$ cat src/rtl/perlin_noise_2d_core_assert.svh
// Assertion macros for the noise core; clock i_clk, reset i_rst_n.
`ifndef PERLIN_NOISE_2D_CORE_ASSERT_SVH
`define PERLIN_NOISE_2D_CORE_ASSERT_SVH

// Check that cons holds in the same cycle as ante.
`define PN2D_CHK_NOW(label, ante, cons) \
    label: assert property (@(posedge i_clk) disable iff (!i_rst_n) \
        (ante) |-> (cons)) else $error("pipeline check failed");

// Check that cons holds in the cycle after ante.
`define PN2D_CHK_NEXT(label, ante, cons) \
    label: assert property (@(posedge i_clk) disable iff (!i_rst_n) \
        (ante) |=> (cons)) else $error("pipeline check failed");

`endif

$ cat src/rtl/pn2d_ram.sv
`timescale 1ns / 1ps

module pn2d_ram #(
    parameter int WIDTH = 8,
    parameter int DEPTH = 256
) (
    input  logic                     i_clk,
    input  logic                     i_we,
    input  logic [$clog2(DEPTH)-1:0] i_waddr,
    input  logic [WIDTH-1:0]         i_wdata,
    input  logic                     i_re,
    input  logic [$clog2(DEPTH)-1:0] i_raddr_a,
    input  logic [$clog2(DEPTH)-1:0] i_raddr_b,
    output logic [WIDTH-1:0]         o_rdata_a,
    output logic [WIDTH-1:0]         o_rdata_b
);

    logic [WIDTH-1:0] r_mem [DEPTH];
    logic [WIDTH-1:0] r_rdata_a;
    logic [WIDTH-1:0] r_rdata_b;

    // Write one word
    always_ff @(posedge i_clk) begin
        if (i_we) begin
            r_mem[i_waddr] <= i_wdata;
        end
    end

    // Read two words, hold while not enabled
    always_ff @(posedge i_clk) begin
        if (i_re) begin
            r_rdata_a <= r_mem[i_raddr_a];
            r_rdata_b <= r_mem[i_raddr_b];
        end
    end

    assign o_rdata_a = r_rdata_a;
    assign o_rdata_b = r_rdata_b;

endmodule

$ cat config.mk
export PLATFORM = sky130hd
export DESIGN_NAME = pn2d_ram
export DESIGN_NICKNAME = d
export VERILOG_FILES = /design/src/rtl/perlin_noise_2d_core_assert.svh /design/src/rtl/pn2d_ram.sv
export SDC_FILE = /design/constraint.sdc
export NUM_CORES = 2
export LEC_CHECK = 0
export BUFFER_PORTS_ARGS = -buffer_cell sky130_fd_sc_hd__buf_4
export CAP_MARGIN = 20
export CORE_ASPECT_RATIO = 1.1
export CORE_MARGIN = 4
export CORE_UTILIZATION = 61
export CTS_CLUSTER_SIZE = 8
export DETAILED_ROUTE_END_ITERATION = 8
export GPL_ROUTABILITY_DRIVEN = 0
export PLACE_DENSITY = 0.77
export SETUP_SLACK_MARGIN = 0.15
export SLEW_MARGIN = 20
export SYNTH_ARGS = -nofsm -noshare
export SYNTH_HDL_FRONTEND = slang
export SYNTH_SLANG_ARGS = --single-unit
$ cat constraint.sdc
create_clock -name i_clk -period 3.5 [get_ports i_clk]
set_input_delay 0.7 -clock i_clk [delete_from_list [all_inputs] [get_ports i_clk]]
set_output_delay 0.7 -clock i_clk [all_outputs]
set_load 0.03 [all_outputs]
# Word-level counts from Yosys, hierarchy flattened
# Memories as Yosys holds them, arrays and structs flattened. A register that Yosys moved wholly into a read port is not among the register bits.
# Cells that the tools add are included.
# classes
n_mux,2
# ops
op,count
2-to-1 mux 1 bit,2
# word_totals
wordCells,3
mem_count,1
output_inout_bits,16
regBits,0
mem_bits_rw,2048
inputBits,35
# memory_table
memory,depth,width,rd,rd_ports_with_merged_regs,wr,line_no,source
r_mem,256,8,2,2,1,pn2d_ram.sv:18,logic [WIDTH-1:0] r_mem [DEPTH];

# Logic depth before layout (Yosys ltp)
# depth
word_depth,2
mapped_depth,12

# Worst setup path after synthesis
# OpenSTA, ideal clock, no wires.
# synth_path
path_kind,input -> register
startpoint,in i_raddr_b[0]
endpoint,"reg r_rdata_b[0], in the netlist o_rdata_b[0] (read register of r_mem) (data pin)"
setup_slack_ns,0.622
t_arrival_ns,2.601
cell_stages,9
n_path_buf,3
path_cell_list,buf_4 buf_6 buf_2 mux4_2 mux4_2 nand2_1 a21oi_1 a21oi_1 a221oi_2
# synth_lines
item,line_no,source
from (decl),pn2d_ram.sv:13,"input logic [$clog2(DEPTH)-1:0] i_raddr_b,"
to (decl),pn2d_ram.sv:20,logic [WIDTH-1:0] r_rdata_b;

==> impl_metrics.ini <==
[run_status]
status = finished clean

[logic_synthesis]
synthCells = 4847
synth_top_area_cell = edfxtp_1
ys_top_cells_by_area = edfxtp_1 (64%), mux4_2 (24%), mux2i_1 (2.4%), nor2_1 (1.2%), o221ai_1 (0.59%)
yosys_warnings = 0
yosys_register_bits = 2064
synth_nets = 4882
async_flop_share_pct = 0
synth-seq-area-share_pct = 63.8
synthesis.area_sq_um = 97100
synth_edf_count = 2064
syn_area_per_cell_sq_um = 20.0
post_synth_num_cell_types = 64
synth_top_area_share_pct = 63.8
ys.flop_type = edfxtp_1

[routing]
routed_wl_um = 318000
final_antenna_net_count = 0
post_drt_wl_per_cell_um = 40.6
drc = 0
drt_iter0_markers = 11700
routed_via_density = 7.86
vias = 61500
drtPass1Iterations = 9

[power]
power_w = 0.0584
ir_drop_mv = 0.553
leakagePower_nw = 37.5
p_per_area_nw_per_um2 = 515

[timing]
min_period_over_period_pct = 99.3
tightest_slew_ns = 1.31
hold_violations = 0
setup_viol = 0
rsz0062_at_grt = yes
fmax_mhz = 288
relSlewSlack_pct = 12.3
fin_crit_ns = 3.47
finClkSkew_ns = 0.0805
drv_slew = 0

[global_routing]
antenna_found_initial = 15
gr-total-overflow = 0
track_usage_pct = 38.8
grt_first_pass_wirelength_um = 452000
grt_pass1_vias = 61700
grt_max_degree = 142

[setup_path]
r2r_setup_slack_ns = 0.24
crit_chain = buf_8, buf_12, buf_12, buf_4, mux4_2, mux4_2, mux2i_1, o21ai_1, o22ai_1, nor3_2
worst_ep_required_time_ns = 4.10
worstSetupStartpointType = input port
cp_top_family = multiplexers
crit_buf_inv = 4
end_kind = flop
path_max_fanout = 17
critical_path_arrival_ns = 4.08
critPathMaxStageDelay_ns = 0.90
critical_path_class = in -> reg
slowest_stage = o22ai_1

[final_layout]
drive_gt1_share_pct = 41.5
fin_nets = 5733
n_fill_cell = 9039
area_growth_pct = 16.8
multi_input_area_sq_um = 32500
ff_latch_area_sq_um = 62000
finish.utilization_pct = 71.7

[run]
maxCapViolations = 0

[cts]
clockBufferDepth = 4
clockRootBuffer = clkbuf_16
cts_tree = yes
path_clk_slew_ns = 0.05
cts.sinks = 2064
htree_levels = 5
numCtsBuffers = 308
clk_latency_ns = 0.95
ctsHoldBuffers = 0

[floorplanning]
ioPinCount = 51
die_width_um = 388
start_util_pct = 61.4
core-area_sq_um = 158000
num_rows = 153
die-area_sq_um = 166000
dieHeight_um = 427

[place]
port_buffers = 50
post-dp-hpwl_um = 207000

[worst_hold_path]
min-delay-path-class = in -> reg
Yosys cell counts (all sizes together) (38+ instances only):
cell,n
edfxtp,2064
o22ai,48
nand2,114
buf,258
nand3,52
clkbuf,137
mux2i,236
a22oi,62
mux4,1051
mux2,38
o221ai,67
a21oi,79
nor2,299
sequential cells by signal (all words and copies together), names as in the netlist:
register,cells
r_mem,2048
o_rdata_b,8
o_rdata_a,8
routing by layer:
metal	part of all wire [%]	global-route usage [%]	up-vias	wire length, um
met5	0.0041	0	-	13
li1	-	-	22600	-
met1	31	49.2	31100	99500
met4	7.9	23.8	2	25100
met3	16	14.2	1328	49300
met2	45	57.8	6349	144000
final timing paths:
kind	from	to	cells after the start
setup / recovery	i_raddr_a[0]	o_rdata_a[6]	10
hold / removal	i_re	o_rdata_a[6]	1
setup reg to reg	r_mem[198][6]	o_rdata_a[6]	6
hold reg to reg	r_mem[189][7]	o_rdata_b[7]	4
worst reg2reg max path, stage by stage, from the launching register on:
cell and delay (ns):
edfxtp_1 0.39, mux4_2 0.49, mux4_2 0.52, mux2i_1 0.18
o21ai_1 0.21, o22ai_1 0.90, nor3_2 0.25
where the power goes:
part / internal [W] / switching (W) / total (W)
Combinational: 0.00220 / 0.00308 / 0.00528
Clock: 0.0157 / 0.00999 / 0.0257
Sequential: 0.0273 / 0.0000761 / 0.0274
layout make-up:
type	count	area share [%]
Clock buffer	315	6.93
Antenna cell	18	0.0397
Sequential cell	2064	54.6
Multi-Input combinational cell	2382	28.7
Inverter	6	0.0232
Clock inverter	5	0.0607
Timing Repair Buffer	936	7.30
Tap cell	2092	2.31
cell families after synthesis:
logic type / share of synthesized area (%)
flip-flops: 63.8
multiplexers: 27.2
AO/OA/AOI/OAI: 3.53
AND/OR/NAND/NOR: 2.69
buffers and inverters: 2.73
per-stage QoR:
stage | instances | worst slack [ns] | cell area [sq um] | setup TNS (ns) | hold WS (ns)
2_1_floorplan | 4847 | 0.622 | 97100 | 0 | 0.799
3_3_place_gp | 7480 | -1.30 | 105000 | -6.17 | 0.992
3_5_place_dp | 7480 | -1.37 | 105000 | -6.42 | 1.02
4_1_cts | 7800 | 0.123 | 113000 | 0 | 0.172
5_1_grt | 7806 | 0.0715 | 113000 | 0 | 0.189
6_report | 7818 | 0.0251 | 113000 | 0 | 0.232
timing repair:
action,in CTS,in global routing
setup buffers,0,0
pin swaps,1,2
endpoints found under the setup margin,3,3
resized for setup,4,5
layout by cell type (no fill, tap or decap), types with 18 or more instances in the layout:
cell | Yosys | layout
a211oi_1 | 28 | 26
a21oi_1 | 79 | 79
a221oi_1 | 32 | 32
a22o_1 | 22 | 22
a22oi_1 | 62 | 62
buf_12 | 8 | 93
buf_4 | 42 | 828
clkbuf_16 | 0 | 314
diode_2 | 0 | 18
edfxtp_1 | 2064 | 2064
mux2_2 | 38 | 38
mux2i_1 | 236 | 236
mux4_2 | 1051 | 1051
nand2_1 | 114 | 114
nand3_1 | 52 | 52
nor2_1 | 298 | 298
nor2b_1 | 27 | 27
nor3_1 | 21 | 20
o21ai_0 | 34 | 32
o221ai_1 | 65 | 65
o22ai_1 | 48 | 48
(Power assumes the default switching activity.)
